--- src/rtl/core/dssm_pkg.sv ---
package dssm_pkg;

    // Shared array geometry
    localparam int DEPTH   = 16;
    localparam int ADDR_W  = (DEPTH > 1) ? $clog2(DEPTH) : 1;
    localparam int CNT_W   = $clog2(DEPTH + 1);
    localparam int WORD_W  = 32;
    localparam int CMD_W   = 2;
    localparam int STAT_W  = 2;
    localparam int COUNT_FIELD_W = 5;

    // Command codes
    localparam logic [CMD_W-1:0] CMD_PUSH_LEFT  = 2'd0;
    localparam logic [CMD_W-1:0] CMD_PUSH_RIGHT = 2'd1;
    localparam logic [CMD_W-1:0] CMD_POP_LEFT   = 2'd2;
    localparam logic [CMD_W-1:0] CMD_POP_RIGHT  = 2'd3;

    // Status codes
    localparam logic [STAT_W-1:0] ST_DONE  = 2'd0;
    localparam logic [STAT_W-1:0] ST_FULL  = 2'd1;
    localparam logic [STAT_W-1:0] ST_EMPTY = 2'd2;

    // Controller to datapath
    typedef struct packed {
        logic load;     // capture the input transfer
        logic exec;     // perform the stack operation
        logic publish;  // move the result into the output register
    } dp_cmd_t;

    // Datapath to controller
    typedef struct packed {
        logic out_free; // output register can take a new result
    } dp_stat_t;

    // Count reported modulo 2**COUNT_FIELD_W
    function automatic logic [COUNT_FIELD_W-1:0] count_field(input logic [CNT_W-1:0] c);
        logic [CNT_W+COUNT_FIELD_W-1:0] ext;
        ext = {{COUNT_FIELD_W{1'b0}}, c};
        return ext[COUNT_FIELD_W-1:0];
    endfunction

endpackage

--- src/rtl/core/dssm_ram.sv ---
module dssm_ram #(
    parameter int WIDTH = 32,
    parameter int DEPTH = 16
) (
    input  logic                                   clk,
    input  logic                                   we,
    input  logic [((DEPTH > 1) ? $clog2(DEPTH) : 1)-1:0] waddr,
    input  logic [WIDTH-1:0]                       wdata,
    input  logic                                   re,
    input  logic [((DEPTH > 1) ? $clog2(DEPTH) : 1)-1:0] raddr,
    output logic [WIDTH-1:0]                       rdata
);

    logic [WIDTH-1:0] mem [DEPTH];
    logic [WIDTH-1:0] rdata_reg;

    always_ff @(posedge clk)
    begin
        if (we)
        begin
            mem[waddr] <= wdata;
        end
        if (re)
        begin
            rdata_reg <= mem[raddr];
        end
    end

    assign rdata = rdata_reg;

endmodule

--- src/rtl/core/dssm_ctrl.sv ---
module dssm_ctrl (
    input  logic               clk,
    input  logic               rst_n,
    input  logic               in_valid,
    output logic               in_stall,
    input  dssm_pkg::dp_stat_t dp_stat,
    output dssm_pkg::dp_cmd_t  dp_cmd
);

    localparam logic [1:0] S_IDLE   = 2'd0;
    localparam logic [1:0] S_EXEC   = 2'd1;
    localparam logic [1:0] S_FINISH = 2'd2;

    logic [1:0] state_reg;
    logic [1:0] state_next;

    always_comb
    begin
        state_next     = state_reg;
        dp_cmd.load    = 1'b0;
        dp_cmd.exec    = 1'b0;
        dp_cmd.publish = 1'b0;
        case (state_reg)
            S_IDLE:
            begin
                if (in_valid)
                begin
                    dp_cmd.load = 1'b1;
                    state_next  = S_EXEC;
                end
            end
            S_EXEC:
            begin
                dp_cmd.exec = 1'b1;
                state_next  = S_FINISH;
            end
            S_FINISH:
            begin
                // hold until the output register is free
                if (dp_stat.out_free)
                begin
                    dp_cmd.publish = 1'b1;
                    state_next     = S_IDLE;
                end
            end
            default:
            begin
                state_next = S_IDLE;
            end
        endcase
    end

    always_ff @(posedge clk or negedge rst_n)
    begin
        if (!rst_n)
        begin
            state_reg <= S_IDLE;
        end
        else
        begin
            state_reg <= state_next;
        end
    end

    assign in_stall = (state_reg != S_IDLE);

endmodule

--- src/rtl/core/dssm_datapath.sv ---
module dssm_datapath (
    input  logic                                    clk,
    input  logic                                    rst_n,
    input  dssm_pkg::dp_cmd_t                       dp_cmd,
    output dssm_pkg::dp_stat_t                      dp_stat,
    input  logic [dssm_pkg::CMD_W-1:0]              cmd,
    input  logic signed [dssm_pkg::WORD_W-1:0]      push_value,
    output logic                                    out_valid,
    input  logic                                    out_stall,
    output logic [dssm_pkg::STAT_W-1:0]             status,
    output logic signed [dssm_pkg::WORD_W-1:0]      pop_value,
    output logic [dssm_pkg::COUNT_FIELD_W-1:0]      left_count,
    output logic [dssm_pkg::COUNT_FIELD_W-1:0]      right_count
);

    localparam logic [dssm_pkg::CNT_W:0]   DEPTH_SUM = (dssm_pkg::CNT_W + 1)'(dssm_pkg::DEPTH);
    localparam logic [dssm_pkg::CNT_W-1:0] DEPTH_CNT = dssm_pkg::CNT_W'(dssm_pkg::DEPTH);

    // Captured transfer
    logic [dssm_pkg::CMD_W-1:0]  cmd_reg;
    logic [dssm_pkg::WORD_W-1:0] value_reg;

    // Stack pointers
    logic [dssm_pkg::CNT_W-1:0]  left_reg;
    logic [dssm_pkg::CNT_W-1:0]  left_next;
    logic [dssm_pkg::CNT_W-1:0]  right_reg;
    logic [dssm_pkg::CNT_W-1:0]  right_next;

    // Operation outcome
    logic [dssm_pkg::STAT_W-1:0] op_status_reg;
    logic [dssm_pkg::STAT_W-1:0] op_status_next;
    logic                        pop_ok_reg;
    logic                        pop_ok_next;

    // Output register
    logic                        out_valid_reg;
    logic [dssm_pkg::STAT_W-1:0] status_reg;
    logic [dssm_pkg::WORD_W-1:0] pop_value_reg;
    logic [dssm_pkg::COUNT_FIELD_W-1:0] left_count_reg;
    logic [dssm_pkg::COUNT_FIELD_W-1:0] right_count_reg;

    // Memory port
    logic                         mem_we;
    logic                         mem_re;
    logic [dssm_pkg::ADDR_W-1:0]  mem_waddr;
    logic [dssm_pkg::ADDR_W-1:0]  mem_raddr;
    logic [dssm_pkg::WORD_W-1:0]  mem_rdata;

    logic                         full;
    logic [dssm_pkg::CNT_W:0]     used;
    logic [dssm_pkg::CNT_W-1:0]   left_dec;
    logic [dssm_pkg::CNT_W-1:0]   right_inc;
    logic [dssm_pkg::CNT_W-1:0]   right_top;
    logic [dssm_pkg::CNT_W-1:0]   right_push_addr;

    assign used      = {1'b0, left_reg} + {1'b0, right_reg};
    assign full      = (used >= DEPTH_SUM);
    assign left_dec  = left_reg - 1'b1;
    assign right_inc = right_reg + 1'b1;
    assign right_top       = DEPTH_CNT - right_reg;
    assign right_push_addr = DEPTH_CNT - right_inc;

    always_comb
    begin
        left_next      = left_reg;
        right_next     = right_reg;
        op_status_next = dssm_pkg::ST_DONE;
        pop_ok_next    = 1'b0;
        mem_we         = 1'b0;
        mem_re         = 1'b0;
        mem_waddr      = left_reg[dssm_pkg::ADDR_W-1:0];
        mem_raddr      = left_dec[dssm_pkg::ADDR_W-1:0];
        case (cmd_reg)
            dssm_pkg::CMD_PUSH_LEFT:
            begin
                mem_waddr = left_reg[dssm_pkg::ADDR_W-1:0];
                if (full)
                begin
                    op_status_next = dssm_pkg::ST_FULL;
                end
                else
                begin
                    mem_we    = dp_cmd.exec;
                    left_next = left_reg + 1'b1;
                end
            end
            dssm_pkg::CMD_PUSH_RIGHT:
            begin
                mem_waddr = right_push_addr[dssm_pkg::ADDR_W-1:0];
                if (full)
                begin
                    op_status_next = dssm_pkg::ST_FULL;
                end
                else
                begin
                    mem_we     = dp_cmd.exec;
                    right_next = right_inc;
                end
            end
            dssm_pkg::CMD_POP_LEFT:
            begin
                mem_raddr = left_dec[dssm_pkg::ADDR_W-1:0];
                if (left_reg == '0)
                begin
                    op_status_next = dssm_pkg::ST_EMPTY;
                end
                else
                begin
                    mem_re      = dp_cmd.exec;
                    pop_ok_next = 1'b1;
                    left_next   = left_dec;
                end
            end
            dssm_pkg::CMD_POP_RIGHT:
            begin
                mem_raddr = right_top[dssm_pkg::ADDR_W-1:0];
                if (right_reg == '0)
                begin
                    op_status_next = dssm_pkg::ST_EMPTY;
                end
                else
                begin
                    mem_re      = dp_cmd.exec;
                    pop_ok_next = 1'b1;
                    right_next  = right_reg - 1'b1;
                end
            end
            default:
            begin
                op_status_next = dssm_pkg::ST_DONE;
            end
        endcase
    end

    dssm_ram #(
        .WIDTH (dssm_pkg::WORD_W),
        .DEPTH (dssm_pkg::DEPTH)
    ) u_ram (
        .clk   (clk),
        .we    (mem_we),
        .waddr (mem_waddr),
        .wdata (value_reg),
        .re    (mem_re),
        .raddr (mem_raddr),
        .rdata (mem_rdata)
    );

    // Payload capture
    always_ff @(posedge clk)
    begin
        if (dp_cmd.load)
        begin
            cmd_reg   <= cmd;
            value_reg <= push_value;
        end
        if (dp_cmd.exec)
        begin
            op_status_reg <= op_status_next;
            pop_ok_reg    <= pop_ok_next;
        end
        if (dp_cmd.publish)
        begin
            status_reg      <= op_status_reg;
            pop_value_reg   <= pop_ok_reg ? mem_rdata : '0;
            left_count_reg  <= dssm_pkg::count_field(left_reg);
            right_count_reg <= dssm_pkg::count_field(right_reg);
        end
    end

    // Control state
    always_ff @(posedge clk or negedge rst_n)
    begin
        if (!rst_n)
        begin
            left_reg      <= '0;
            right_reg     <= '0;
            out_valid_reg <= 1'b0;
        end
        else
        begin
            if (dp_cmd.exec)
            begin
                left_reg  <= left_next;
                right_reg <= right_next;
            end
            if (dp_cmd.publish)
            begin
                out_valid_reg <= 1'b1;
            end
            else if (!out_stall)
            begin
                out_valid_reg <= 1'b0;
            end
        end
    end

    assign dp_stat.out_free = !out_valid_reg || !out_stall;

    assign out_valid   = out_valid_reg;
    assign status      = status_reg;
    assign pop_value   = pop_value_reg;
    assign left_count  = left_count_reg;
    assign right_count = right_count_reg;

endmodule

--- src/rtl/core/dual_stack_shared_memory.sv ---
// Two stacks sharing one array of dssm_pkg::DEPTH 32-bit words: the left stack grows up from
// entry 0, the right stack grows down from the top entry. Each input transfer carries a
// command (push left, push right, pop left, pop right) and a word; each produces exactly one
// output transfer with a status (done, full push refused, pop from empty), the popped word
// (zero for pushes and failed pops) and both stack counts after the operation. A command
// passes through capture, one access of the shared array, then loading of the output
// register once the read data has come back and the output register is free; a new command
// is taken only after the previous one has loaded its result. The output register
// holds a finished result while the next command is already being captured.
module dual_stack_shared_memory (
    input  logic                                    clk,
    input  logic                                    rst_n,
    input  logic                                    in_valid,
    output logic                                    in_stall,
    input  logic [dssm_pkg::CMD_W-1:0]              cmd,
    input  logic signed [dssm_pkg::WORD_W-1:0]      push_value,
    output logic                                    out_valid,
    input  logic                                    out_stall,
    output logic [dssm_pkg::STAT_W-1:0]             status,
    output logic signed [dssm_pkg::WORD_W-1:0]      pop_value,
    output logic [dssm_pkg::COUNT_FIELD_W-1:0]      left_count,
    output logic [dssm_pkg::COUNT_FIELD_W-1:0]      right_count
);

    dssm_pkg::dp_cmd_t  dp_cmd;
    dssm_pkg::dp_stat_t dp_stat;

    // Sequencer: capture, execute, publish
    dssm_ctrl u_ctrl (
        .clk      (clk),
        .rst_n    (rst_n),
        .in_valid (in_valid),
        .in_stall (in_stall),
        .dp_stat  (dp_stat),
        .dp_cmd   (dp_cmd)
    );

    // Pointers, shared array and output register
    dssm_datapath u_datapath (
        .clk         (clk),
        .rst_n       (rst_n),
        .dp_cmd      (dp_cmd),
        .dp_stat     (dp_stat),
        .cmd         (cmd),
        .push_value  (push_value),
        .out_valid   (out_valid),
        .out_stall   (out_stall),
        .status      (status),
        .pop_value   (pop_value),
        .left_count  (left_count),
        .right_count (right_count)
    );

endmodule

--- config.mk ---
export PLATFORM = sky130hd
export DESIGN_NAME = dual_stack_shared_memory
export DESIGN_NICKNAME = d
export VERILOG_FILES = /design/src/rtl/core/dssm_pkg.sv /design/src/rtl/core/dssm_ram.sv /design/src/rtl/core/dssm_ctrl.sv /design/src/rtl/core/dssm_datapath.sv /design/src/rtl/core/dual_stack_shared_memory.sv
export SDC_FILE = /design/constraint.sdc
export NUM_CORES = 1
export LEC_CHECK = 0
export BUFFER_PORTS_ARGS = -buffer_cell sky130_fd_sc_hd__buf_2
export CAP_MARGIN = 20
export CELL_PAD_IN_SITES_DETAIL_PLACEMENT = 0
export CELL_PAD_IN_SITES_GLOBAL_PLACEMENT = 2
export CORE_MARGIN = 2
export CORE_UTILIZATION = 50
export CTS_BUF_LIST = sky130_fd_sc_hd__clkbuf_8 sky130_fd_sc_hd__clkbuf_16
export CTS_CLUSTER_DIAMETER = 120
export DETAILED_ROUTE_END_ITERATION = 12
export PLACE_DENSITY = 0.87
export SYNTH_ARGS = -nofsm -noshare
export SYNTH_HDL_FRONTEND = slang
export SYNTH_SLANG_ARGS = --single-unit
--- constraint.sdc ---
create_clock -name clk -period 11.9 [get_ports clk]
set_input_delay 1.19 -clock clk [delete_from_list [all_inputs] [get_ports clk]]
set_output_delay 1.19 -clock clk [all_outputs]
set_load 0.005 [all_outputs]
Yosys cells after proc, flatten, opt, wreduce, memory -nomap -nowiden
Memories as Yosys holds them, arrays and structs flattened. A register that Yosys moved wholly into a read port is not among the register bits.
Index checks and enable logic that the tools add are counted.
Word-level totals
  bits in registers: 94
  bits in latches: 0
  bits in writable memories: 512
  memory bits (read-only): 0
  input port bits: 38
  output and inout bits: 46
  word-level logic and storage cells: 79
  memories kept: 1
Cells by class
  $add $sub $neg: 7
  $mul: 0
  divide/modulo/power cells: 0
  $lt $le $gt $ge: 1
  eq/ne operators: 12
  shift-type cells: 0
  muxes and demuxes: 32
  bitwise logic cells: 0
  reduce and logical (&&, ||, !) cells: 14
Memory list
  u_datapath.u_ram.mem: words 16, width 32, read ports 1, clocked after memory_dff 1, wr ports 1, line dssm_ram.sv:14  | logic [WIDTH-1:0] mem [DEPTH];
Operators by type and width (count)
  two-way mux 5 bit: 4
  case mux 5 bit (2 select lines): 2
  two-way mux 1 bit: 16
  != test 2 bit (second input constant): 6
  case mux 2 bit (3 select lines): 2
  adder 5 x 1 -> 5 bit (second input constant): 2
  logical NOT 5 bit: 2
  subtractor 5 x 1 -> 5 bit (second input constant): 2
  two-way mux 2 bit: 4
  two-way mux 4 bit: 2
  AND reduction 4 bit: 2
  subtractor 1 x 4 -> 4 bit (first input constant): 2
  adder 5 x 5 -> 6 bit: 1
  == test 2 bit (second input constant): 3
  >= comparator 6 x 5 -> 1 bit (second input constant): 1
  nonzero test 2 bit: 3
  == test 2 x 1 -> 1 bit (second input constant): 2
  logical NOT 2 bit: 2
  case mux 1 bit (2 select lines): 2
  logical NOT 1 bit: 2
  != test 2 x 1 -> 1 bit (second input constant): 1
  AND reduction 2 bit: 1
  OR reduction 2 bit: 1
  logical OR 1 bit: 1

Depth between registers and ports, before layout
Gate-level depths: netlist (run 1).
  depth in word-level cells: 6
  mapped depth: 10
  gate-level depth less buffers: 7

Hierarchy
From an unflattened synthesis (run 1), not the netlist that was laid out.
Unflattened totals
  cell total of the unflattened synthesis: 1092
  area total of the unflattened synthesis: 23981.8 sq um
Modules (own cells, without submodules)
  dssm_ram: times used 1, cells an instance 838, area each 20155.6 sq um, seq. area each 16335.7 sq um
  dssm_datapath: times used 1, cells an instance 243, area each 3719.8 sq um, seq. area each 2707.6 sq um
  dssm_ctrl: times used 1, cells an instance 11, area each 106.4 sq um, seq. area each 50.0 sq um

Worst setup path before layout (run 1)
No wires, ideal clock.
  kind: reg2reg
  start point: reg u_datapath.right_reg[0] in the netlist's numbering
  end point: mem u_datapath.u_ram.mem[1][0], enable pin
  library setup time: 0.432 ns
  data arrival time: 3.482 ns
  data required time: 11.468 ns
  path slack: 7.987 ns
  cell stages (with the launch flop): 9
  buffers on the path: 1
  clock period less this slack: 3.913 ns
  cell sequence: dfrtp_1 > buf_2 > inv_1 > ha_1 > nor2b_1 > xnor2_1 > or3_1 > a211o_1 > a21oi_1
On the way
  longest elaborated chain between the ends: 6
Ends and longest elaborated chain
  start, declared: line dssm_datapath.sv:26  | logic [dssm_pkg::CNT_W-1:0] right_reg;
  start signal, assigned: line dssm_datapath.sv:184  | right_reg <= right_next;
  adder 5 x 5 -> 6 bit: line dssm_datapath.sv:56  | assign used = {1'b0, left_reg} + {1'b0, right_reg};
  >= comparator 6 x 5 -> 1 bit: line dssm_datapath.sv:57  | assign full = (used >= DEPTH_SUM);
  two-way mux 1 bit: line dssm_datapath.sv:77, dssm_datapath.sv:90
  two-way mux 1 bit
  two-way mux 1 bit: line dssm_ram.sv:19  | if (we)
  two-way mux 1 bit (not written as such): line dssm_ram.sv:21  | mem[waddr] <= wdata;
  end, declared: line dssm_ram.sv:14
Parallel ways exist; a longest one is shown, timed or not.

Worst setup path in the final report (run 1)
  start point: reg u_datapath.right_reg[0] in the netlist's numbering
  end point: reg u_datapath.u_ram.rdata_reg[1] (netlist: u_datapath.u_ram.rdata[1]), read port of u_datapath.u_ram.mem, data pin
On the way
  longest elaborated chain between the ends: 3
Ends and longest elaborated chain
  branches (longest 3 deep; another with subtractor 1 x 4 -> 4 bit)
  end, declared: line dssm_ram.sv:15  | logic [WIDTH-1:0] rdata_reg;
Several ways; the timed one is not identified.
A chain may end at the register's enable or synchronous reset.

==> impl_metrics.json, run 1 <==
{
  "cts_tree": "yes",
  "p_leak_uw": 0.00919,
  "ys_async_sr_fraction_pct": 2.04,
  "ys_seq_elements": 638,
  "synth_seq_area_share_pct": 78.2,
  "cts_root_buf": "clkbuf_16",
  "grt.overflow.total": 0,
  "die_area_um2": 50600,
  "finalCritPeriodShare_pct": 34.3,
  "cp-end-kind": "flip-flop",
  "num_vias": 10900,
  "synth_nets": 1138,
  "relSlewSlack_pct": 26.3,
  "finalSetupTns_ns": 0,
  "grt_pass1_wl_mm": 71.7,
  "setup_viol": 0,
  "layout_min_cycle_time_ns": 4.08,
  "wirelength_mm": 48.9,
  "synth_top_cell_by_area": "edfxtp_1",
  "postLayoutCellArea_um2": 27600,
  "r2r_cells": 9,
  "mostFrequentLayoutCell": "edfxtp_1",
  "hold_start": "u_datapath.op_status_reg[0]",
  "worstMarginPinSlew_ns": 1.11,
  "avgSynthCellArea_um2": 22.4,
  "hold_path_class": "flip-flop to flip-flop",
  "synth_cell_types": 45,
  "wl_per_cell_um": 26.0,
  "path_clk_slew_ns": 0.06,
  "final_cell_mix": "edfxtp_1, mux4_2, mux2i_1, buf_2, clkbuf_16",
  "hpwlAfterDp_mm": 25.4,
  "synth_edf_count": 625,
  "grt_antenna_before_repair": 0,
  "core_area_um2": 47900,
  "drt-initial-drc-count": 1179,
  "worst_ep_required_time_ns": 12.23,
  "netlist_instances": 1090,
  "max_freq_mhz": 245,
  "rr_startpoint": "u_datapath.right_reg[0]",
  "syn2layout_area_growth_pct": 13.0,
  "die_h_um": 225,
  "portBuffers": 83,
  "layout-drive-gt1-share_pct": 27.8,
  "cts_buffers": 61,
  "grt_pass1_vias": 11100,
  "post-cts-setup-buffers": 0,
  "dpl_cell_area_um2": 25700,
  "via_per_inst": 5.81,
  "ir_drop_v": 0.000200,
  "first_pass_iters": 5,
  "diodes": 0,
  "io_pins": 84,
  "fillCellCount": 3403,
  "cp_data_arrival_time_ns": 4.41,
  "synth_warnings": 0,
  "min_to": "u_datapath.status[0]",
  "cts_sinks": 638,
  "power.density_nw_per_um2": 237,
  "finalNetCount": 1264,
  "die_w_um": 225,
  "path_max_fanout": 76,
  "hold_depth": 0,
  "synth_top_area_share_pct": 76.9,
  "ant_nets": 0,
  "clk_path_buf_depth": 3,
  "synth_area_leaders": "edfxtp_1, mux4_2, mux2i_1",
  "largest_reg_flops": 512,
  "synthesis.area_um2": 24400,
  "htreeDepth": 2,
  "cap_violations": 0,
  "start_kind": "flip-flop",
  "clock_skew_ns": 0.0167,
  "grt_max_degree": 77,
  "r2r-end": "u_datapath.u_ram.rdata[1]",
  "worstSkewPairLatency_ns": 0.62,
  "finalHoldViolations": 0,
  "drc": 0,
  "rrSetupSlack_ns": 7.82,
  "grt_usage_pct": 19.8,
  "initial_core_util_pct": 50.9,
  "synth_top_flop_cell": "edfxtp_1",
  "rsz0062_at_grt": "no",
  "critPathKind": "flip-flop to flip-flop",
  "hold_buffers": 0,
  "core.rowCount": 80,
  "status": "complete, no violations",
  "top_register": "u_datapath.u_ram.mem",
  "final_max_slew_viol_count": 0,
  "cts_resized": 0,
  "gp_congestion": 0.733
}
cells in the mapped netlist, types with 4 or more instances:
library cell and count:
o21ai_0 5, inv_1 7, ha_1 10, clkbuf_1 11
xnor2_1 13, dfrtp_1 13, mux4_2 128, buf_2 18
a21oi_1 12, edfxtp_1 625, buf_6 12, nor2_1 22
xor2_1 4, mux2i_1 100, nand2_1 20, buf_4 9
and2_1 33, nand4_1 4, nand2b_1 6
power by group:
group | total (µW) | internal (µW) | switching, µW
clock network | 1790 | 1000 | 786
registers | 2860 | 2730 | 131
logic | 1880 | 908 | 974
total | 6530 | 4640 | 1890
critical path, stage by stage, from the launching register on:
cell and delay, ns:
dfrtp_1 0.58, inv_1 0.18, ha_1 0.42, nand3_1 0.15
o21ai_4 0.09, buf_4 0.65, buf_4 0.98, mux4_2 0.45
mux2i_1 0.15, mux2i_1 0.10
worst max-delay path by stage:
stage	startpoint	to	slack (ns)	depth (start not counted)
6_report	u_datapath.right_reg[0]	u_datapath.u_ram.rdata[1]	7.82	9
5_1_grt	u_datapath.right_reg[0]	u_datapath.u_ram.rdata[20]	7.51	9
4_1_cts	u_datapath.right_reg[0]	u_datapath.u_ram.rdata[11]	7.77	9
3_5_place_dp	u_datapath.right_reg[0]	u_datapath.u_ram.rdata[11]	7.77	9
3_3_place_gp	u_datapath.cmd_reg[0]	u_datapath.u_ram.rdata[15]	7.83	7
2_1_floorplan	u_datapath.right_reg[0]	u_datapath.u_ram.mem[1][0]	7.99	8
area by class of cell:
type | instances | area (µm²) | area share (%)
clock buffer | 62 | 1550 | 5.63
clock inverter | 50 | 302 | 1.09
inverter | 7 | 26.3 | 0.0953
multi-input combinational | 395 | 5150 | 18.7
sequential | 638 | 19100 | 69.3
tap | 615 | 769 | 2.79
timing repair buffer | 113 | 681 | 2.47
per-layer routing:
| metal | share of wire, % | GRT usage, % |
|---|---|---|
| met1 | 41 | 27.5 |
| met2 | 50 | 33.0 |
| met3 | 6.7 | 3.34 |
| met4 | 2.2 | 4.93 |
| met5 | 0 | 0 |
per-stage QoR:
| step | worst slack [ns] | util, % | power [µW] | instances | hold WS, ns |
|---|---|---|---|---|---|
| after global placement | 7.83 | 53.5 | 4750 | 1766 | 0.406 |
| final | 7.82 | 57.5 | 6530 | 1880 | 0.422 |
| after global routing | 7.51 | 57.5 | 6820 | 1880 | 0.423 |
| after detailed placement | 7.77 | 53.6 | 4810 | 1767 | 0.409 |
| after CTS | 7.77 | 57.4 | 6600 | 1879 | 0.423 |
| after floorplan | 7.99 | - | 4340 | 1090 | 0.400 |
logic make-up (layout without fill, tap and decap cells):
family | count (synthesis) | count (layout) | share of synthesized area, %
muxes | 229 | 229 | 16.0
and+or+nand+nor | 111 | 111 | 2.51
adders and majority gates | 10 | 10 | 0.513
buffers and inverters | 57 | 232 | 1.48
DFF | 638 | 638 | 78.2
AOI/OAI and AO/OA | 28 | 28 | 0.702
xor gates and xnor gates | 17 | 17 | 0.610
Power figures use the tool's default switching activity.
==> run 2: changes to the inputs <==
- ABC_AREA: default -> 1
- CORE_UTILIZATION: 50 -> 38
- PLACE_DENSITY: 0.87 -> 0.83
- clock period: 11.9 -> 3.43 ns (I/O delays scaled with it)
==> run 2 against run 1 <==
Net effect: setup slack lost 7.3 ns; synthesized cell count up 130%; first-iteration DRC count rose by 14%; critical path depth is 2 lower; flip-flop and latch count did not move; critical path type unchanged; critical endpoint is now u_datapath.u_ram.mem[2][19]; highest routed layer unchanged.
==> impl_metrics.json, run 2 <==
{
  "cts_buffers": 69,
  "synthesis.area_um2": 27100,
  "p_clk_share_pct": 28.5,
  "avgSynthCellArea_um2": 10.8,
  "final_max_slew_viol_count": 0,
  "synth_area_leaders": "edfxtp_1, nand2_1, nand3_1",
  "finalCritPeriodShare_pct": 84.0,
  "path_max_fanout": 18,
  "grt.overflow.total": 0,
  "layout-drive-gt1-share_pct": 9.68,
  "ant_nets": 0,
  "critPathKind": "flip-flop to flip-flop",
  "initial_core_util_pct": 38.5,
  "diodes": 0,
  "worstMarginPinSlew_ns": 0.690,
  "p_leak_uw": 0.0135,
  "grt_max_degree": 102,
  "path_clk_slew_ns": 0.06,
  "syn2layout_area_growth_pct": 16.3,
  "core_area_um2": 70400,
  "status": "complete, no violations",
  "wirelength_mm": 65.1,
  "cp_data_arrival_time_ns": 3.15,
  "finalNetCount": 2690,
  "worst_ep_required_time_ns": 3.70,
  "cts_root_buf": "clkbuf_16",
  "grt_pass1_vias": 16900,
  "hpwlAfterDp_mm": 35.8,
  "cap_violations": 0,
  "synth_seq_area_share_pct": 70.4,
  "drt-initial-drc-count": 1339,
  "portBuffers": 83,
  "ir_drop_v": 0.000820,
  "first_pass_iters": 5,
  "final_cell_mix": "nand2_1, edfxtp_1, inv_1, nand3_1, buf_2",
  "drc": 0,
  "mostFrequentLayoutCell": "nand2_1",
  "synth_top_cell_by_area": "edfxtp_1",
  "worstSkewPairLatency_ns": 0.61,
  "finalSetupTns_ns": 0,
  "power.density_nw_per_um2": 814,
  "grt_antenna_before_repair": 0,
  "cts_tree": "yes",
  "cts_resized": 0,
  "cp-end-kind": "flip-flop",
  "rr_startpoint": "u_datapath.right_reg[1]",
  "regArea_um2": 19100,
  "timing.hold.ws_ns": 0.0546,
  "die_w_um": 271,
  "grt_pass1_wl_mm": 101,
  "synth_top_area_share_pct": 69.2,
  "p_switching_uw": 9370,
  "ys_async_sr_fraction_pct": 2.04,
  "finalHoldViolations": 0,
  "synth_top_flop_cell": "edfxtp_1",
  "cts_sinks": 638,
  "clk_path_buf_depth": 3,
  "die_area_um2": 73500,
  "multi_input_area_um2": 5450,
  "num_vias": 17100,
  "switching_share_pct": 36.5,
  "largest_reg_flops": 512,
  "synth_commonest_cells": "nand2_1, edfxtp_1, inv_1",
  "netlist_instances": 2511,
  "p_int_uw": 16300,
  "hold_path_class": "primary input to flip-flop",
  "synth_edf_count": 625,
  "rsz0062_at_grt": "no",
  "cpMaxStageDelayCell": "dfrtp_1",
  "relSlewSlack_pct": 54.0,
  "start_kind": "flip-flop",
  "yosys.cell_count.top_type": "nand2_1",
  "max_stage_delay_ns": 0.46,
  "worst_setup_path_startpoint": "u_datapath.right_reg[1]",
  "cp_cell_sequence": "inv_1 -> ha_1 -> xor2_1 -> o21ai_0 -> nand4_1 -> nor2_4 -> buf_4",
  "die_h_um": 271,
  "synth_warnings": 0,
  "gp_congestion": 0.786,
  "grt_usage_pct": 18.0,
  "p_seq_share_pct": 38.8,
  "top_register": "u_datapath.u_ram.mem",
  "clock_skew_ns": 0.0232,
  "fillCellCount": 6505,
  "via_per_inst": 4.70,
  "max_freq_mhz": 347,
  "wl_per_cell_um": 17.9,
  "layout_min_cycle_time_ns": 2.88,
  "setup_viol": 0,
  "htreeDepth": 3,
  "ys_seq_elements": 638,
  "hold_start": "in_valid",
  "io_pins": 84,
  "synth_nets": 2559,
  "core.rowCount": 97,
  "power.share.combinational_pct": 32.7,
  "synth_cell_types": 27
}
==> run 2: metal layers <==
layer	share of wire [%]	wire length [µm]	track usage (%)	vias up
met5	0	0	0	-
met2	48	31200	30.1	442
met3	5.3	3460	2.58	91
met1	44	28900	24.1	8211
met4	2.4	1590	6.10	0
li1	-	-	-	8345
==> run 2: cells by family (layout without fill, tap and decap cells) <==
kind of cell | count (synthesis) | in the layout | synth area share, %
AO/OA/AOI/OAI | 18 | 18 | 0.406
AND/OR/NAND/NOR | 1149 | 1149 | 18.2
XOR/XNOR | 10 | 10 | 0.323
buffers and inverters | 686 | 870 | 10.2
flip-flops | 638 | 638 | 70.4
adder cells (fa/ha/maj) | 10 | 10 | 0.462
==> run 2: power groups by stage <==
stage	Sequential, µW	Clock, µW	Combinational [µW]
2_1_floorplan	9910	0	5750
3_3_place_gp	10100	0	8400
3_5_place_dp	10100	0	8460
4_1_cts	9970	7490	8510
5_1_grt	10000	7810	9400
6_report	9950	7320	8400
==> run 2: worst max-delay path: cells and delay by family, from the launching register on <==
family | cells | cell delay, ns
buffers and inverters | 2 | 0.46
adders and majority gates | 1 | 0.36
AOI/OAI and AO/OA | 1 | 0.39
and+or+nand+nor | 2 | 0.68
xor gates and xnor gates | 1 | 0.16
DFF | 1 | 0.46
==> run 2: area by class of cell <==
type,count,area share [%]
Clock buffer,74,5.84
Clock inverter,50,1.26
Inverter,577,6.89
Multi-Input combinational cell,1187,17.3
Sequential cell,638,60.6
Tap cell,940,3.73
Timing Repair Buffer,169,4.45
==> run 2: what timing repair did <==
action | CTS | global route
hold buffers | 36 | 0
endpoints found under the hold margin | 48 | 0
buffers inserted | 0 | 0
==> run 2: worst paths after layout <==
| path | end | slack, ns | depth (start not counted) |
|---|---|---|---|
| min reg2reg | u_datapath.status[1] | 0.42 | 0 |
| max reg2reg | u_datapath.u_ram.mem[2][19] | 0.55 | 7 |
| max in group asynchronous | u_datapath.out_valid | 3.00 | 2 |
| min | u_ctrl.state_reg[0] | 0.05 | 3 |
| max | u_datapath.u_ram.mem[2][19] | 0.55 | 7 |
| min in group asynchronous | u_datapath.left_reg[1] | 0.17 | 2 |
==> run 2: through the flow <==
stage | utilization (%) | area (µm²) | total power [µW] | cells | worst slack, ns
CTS | 44.8 | 31500 | 26000 | 3635 | 0.574
finish | 44.8 | 31500 | 25700 | 3635 | 0.550
global placement | 41.1 | 28900 | 18500 | 3475 | 0.679
detailed placement | 41.1 | 28900 | 18600 | 3475 | 0.593
global route | 44.8 | 31500 | 27200 | 3635 | 0.312
floorplan | - | 27100 | 15700 | 2511 | 0.104
==> run 3: changes to the inputs <==
- ABC_AREA: 1 -> 0
- CORE_UTILIZATION: 38 -> 45
- clock period: 3.43 -> 2.49 ns (I/O delays scaled with it)
==> run 3 against run 2 <==
Net effect: the flow now finishes with violations (negative setup slack); fmax is 4.1% higher; clock power is 29% higher; final area is 5.2% lower; first-iteration DRC count is 31% lower; utilization is 11 points higher; via count is 33% lower; critical endpoint is now u_datapath.u_ram.mem[1][15]; largest cell class unchanged; highest routed layer unchanged.
==> impl_metrics.json, run 3 (synthesized netlist as in run 1, its figures left out) <==
{
  "mostFrequentLayoutCell": "edfxtp_1",
  "htreeDepth": 3,
  "io_pins": 84,
  "worstMarginPinSlew_ns": 1.03,
  "die_h_um": 237,
  "cts_buffers": 66,
  "finalHoldViolations": 0,
  "initial_core_util_pct": 45.4,
  "hold_path_class": "primary input to async pin",
  "finalSetupTns_ns": -111.04,
  "crit_path_end": "u_datapath.u_ram.mem[1][15]",
  "gp_congestion": 0.782,
  "grt_pass1_vias": 12000,
  "clock_skew_ns": 0.0245,
  "wirelength_mm": 52.0,
  "drt-initial-drc-count": 929,
  "layout_min_cycle_time_ns": 2.77,
  "top_register": "u_datapath.u_ram.mem",
  "grt.overflow.total": 0,
  "worst_slack_ns": -0.277,
  "hpwlAfterDp_mm": 31.0,
  "relSlewSlack_pct": 30.9,
  "worstSkewPairLatency_ns": 0.59,
  "max_freq_mhz": 361,
  "final_cell_mix": "edfxtp_1, mux4_2, mux2i_1, buf_2, clkbuf_16",
  "worst_ep_required_time_ns": 2.78,
  "diodes": 0,
  "grt_usage_pct": 18.8,
  "die_w_um": 237,
  "path_clk_slew_ns": 0.06,
  "fillCellCount": 3945,
  "r2r_cells": 9,
  "portBuffers": 83,
  "syn2layout_area_growth_pct": 22.5,
  "critPathKind": "flip-flop to flip-flop",
  "first_pass_iters": 5,
  "r2r-end": "u_datapath.u_ram.mem[1][15]",
  "die_area_um2": 56100,
  "cts_tree": "yes",
  "clk_path_buf_depth": 3,
  "finalNetCount": 1410,
  "power.density_nw_per_um2": 1160,
  "final_max_slew_viol_count": 0,
  "ir_drop_v": 0.000841,
  "wl_per_cell_um": 24.7,
  "grt_antenna_before_repair": 1,
  "rsz0062_at_grt": "yes",
  "cp-end-kind": "flip-flop",
  "cp_data_arrival_time_ns": 3.06,
  "drc": 0,
  "wl_met3_mm": 2.85,
  "ant_nets": 0,
  "via_per_inst": 5.47,
  "start_kind": "flip-flop",
  "grt_max_degree": 45,
  "cap_violations": 0,
  "core_area_um2": 53700,
  "core.rowCount": 85,
  "num_vias": 11500,
  "wl_met2_mm": 26.0,
  "worst_setup_path_startpoint": "u_datapath.right_reg[4]",
  "status": "finished with violations",
  "setup_viol": 527,
  "rr_startpoint": "u_datapath.right_reg[4]",
  "largest_reg_flops": 512,
  "p_leak_uw": 0.0102,
  "top_layer_used": "met4",
  "grt_pass1_wl_mm": 77.3,
  "rrSetupSlack_ns": -0.28,
  "wl_met1_mm": 22.2,
  "cts_root_buf": "clkbuf_16",
  "path_max_fanout": 6,
  "layout-drive-gt1-share_pct": 33.5,
  "fin_util_pct": 55.7,
  "cts_sinks": 638,
  "violations": "negative setup slack",
  "finalCritPeriodShare_pct": 111
}
==> run 3: changes by cell type in the layout (fill, tap and decap cells not counted), sizes merged, moves of 8 or more <==
cell   before  now
nand4      12    4
and2        0   34
o21ai      14    5
nand3     462    5
xnor2       2   13
buf       133  214
mux4        0  128
inv       593   22
mux2i       0  100
nand2     644   20
a21oi       2   14
==> run 3: metrics by stage <==
| step | hold WS, ns | worst slack [ns] | instances | total power [µW] | area (µm²) |
|---|---|---|---|---|---|
| 2_1_floorplan | -0.0466 | -0.630 | 1090 | 20900 | 24600 |
| 3_3_place_gp | 0.187 | -0.302 | 1939 | 25400 | 27200 |
| 3_5_place_dp | 0.190 | -0.296 | 1939 | 25400 | 27200 |
| 4_1_cts | 0.108 | -0.275 | 2105 | 35000 | 29900 |
| 5_1_grt | 0.138 | -0.355 | 2106 | 36100 | 29900 |
| 6_report | 0.125 | -0.277 | 2106 | 34600 | 29900 |
==> run 3: layout make-up <==
class                           count  area (µm²)  share of cell area (%)
Clock buffer                       72        1780                    5.95
Timing Repair Buffer              254        2600                    8.71
Clock inverter                     44         303                    1.01
Sequential cell                   638       19100                    63.9
Multi-Input combinational cell    395        5220                    17.5
Tap cell                          696         871                    2.91
Inverter                            7        26.3                  0.0879
==> run 3: worst min-delay path by stage <==
stage / startpoint / endpoint / slack, ns / depth (start not counted)
final: rst_n / u_datapath.left_reg[1] / 0.13 / 2
after global routing: rst_n / u_datapath.right_reg[2] / 0.14 / 2
after CTS: rst_n / u_datapath.right_reg[2] / 0.11 / 2
after detailed placement: rst_n / u_ctrl.state_reg[0] / 0.19 / 1
after global placement: rst_n / u_ctrl.state_reg[0] / 0.19 / 1
after floorplan: rst_n / u_ctrl.state_reg[0] / -0.05 / 0
==> run 3: critical path, stage by stage (launching register included) <==
cell and delay, ns:
dfrtp_1 0.38, ha_1 0.30, or4_4 0.44, or3b_4 0.44, nor3_4 0.23, buf_6 0.16, nand2_8 0.07, a21oi_4 0.14
buf_6 0.16, clkbuf_16 0.16
==> run 3: metal layers <==
layer  vias to the layer above  global-route usage [%]
met4                         0                    5.12
met2                       374                    31.4
li1                       5030                       -
met3                        69                    3.17
met5                         -                       0
met1                      6056                    25.9
==> run 3: power by group <==
group	switching, µW	internal (µW)	total [µW]
Sequential	521	13000	13600
Combinational	5770	5900	11700
Clock	3870	5530	9410
==> run 3: what timing repair did <==
item	4_1_cts	5_1_grt
hold endpoints to repair	50	0
gates resized for setup	15	14
buffers inserted	9	2
hold buffers	37	0
cloned	4	4
endpoints found under the setup margin	531	542
pin swaps	4	4
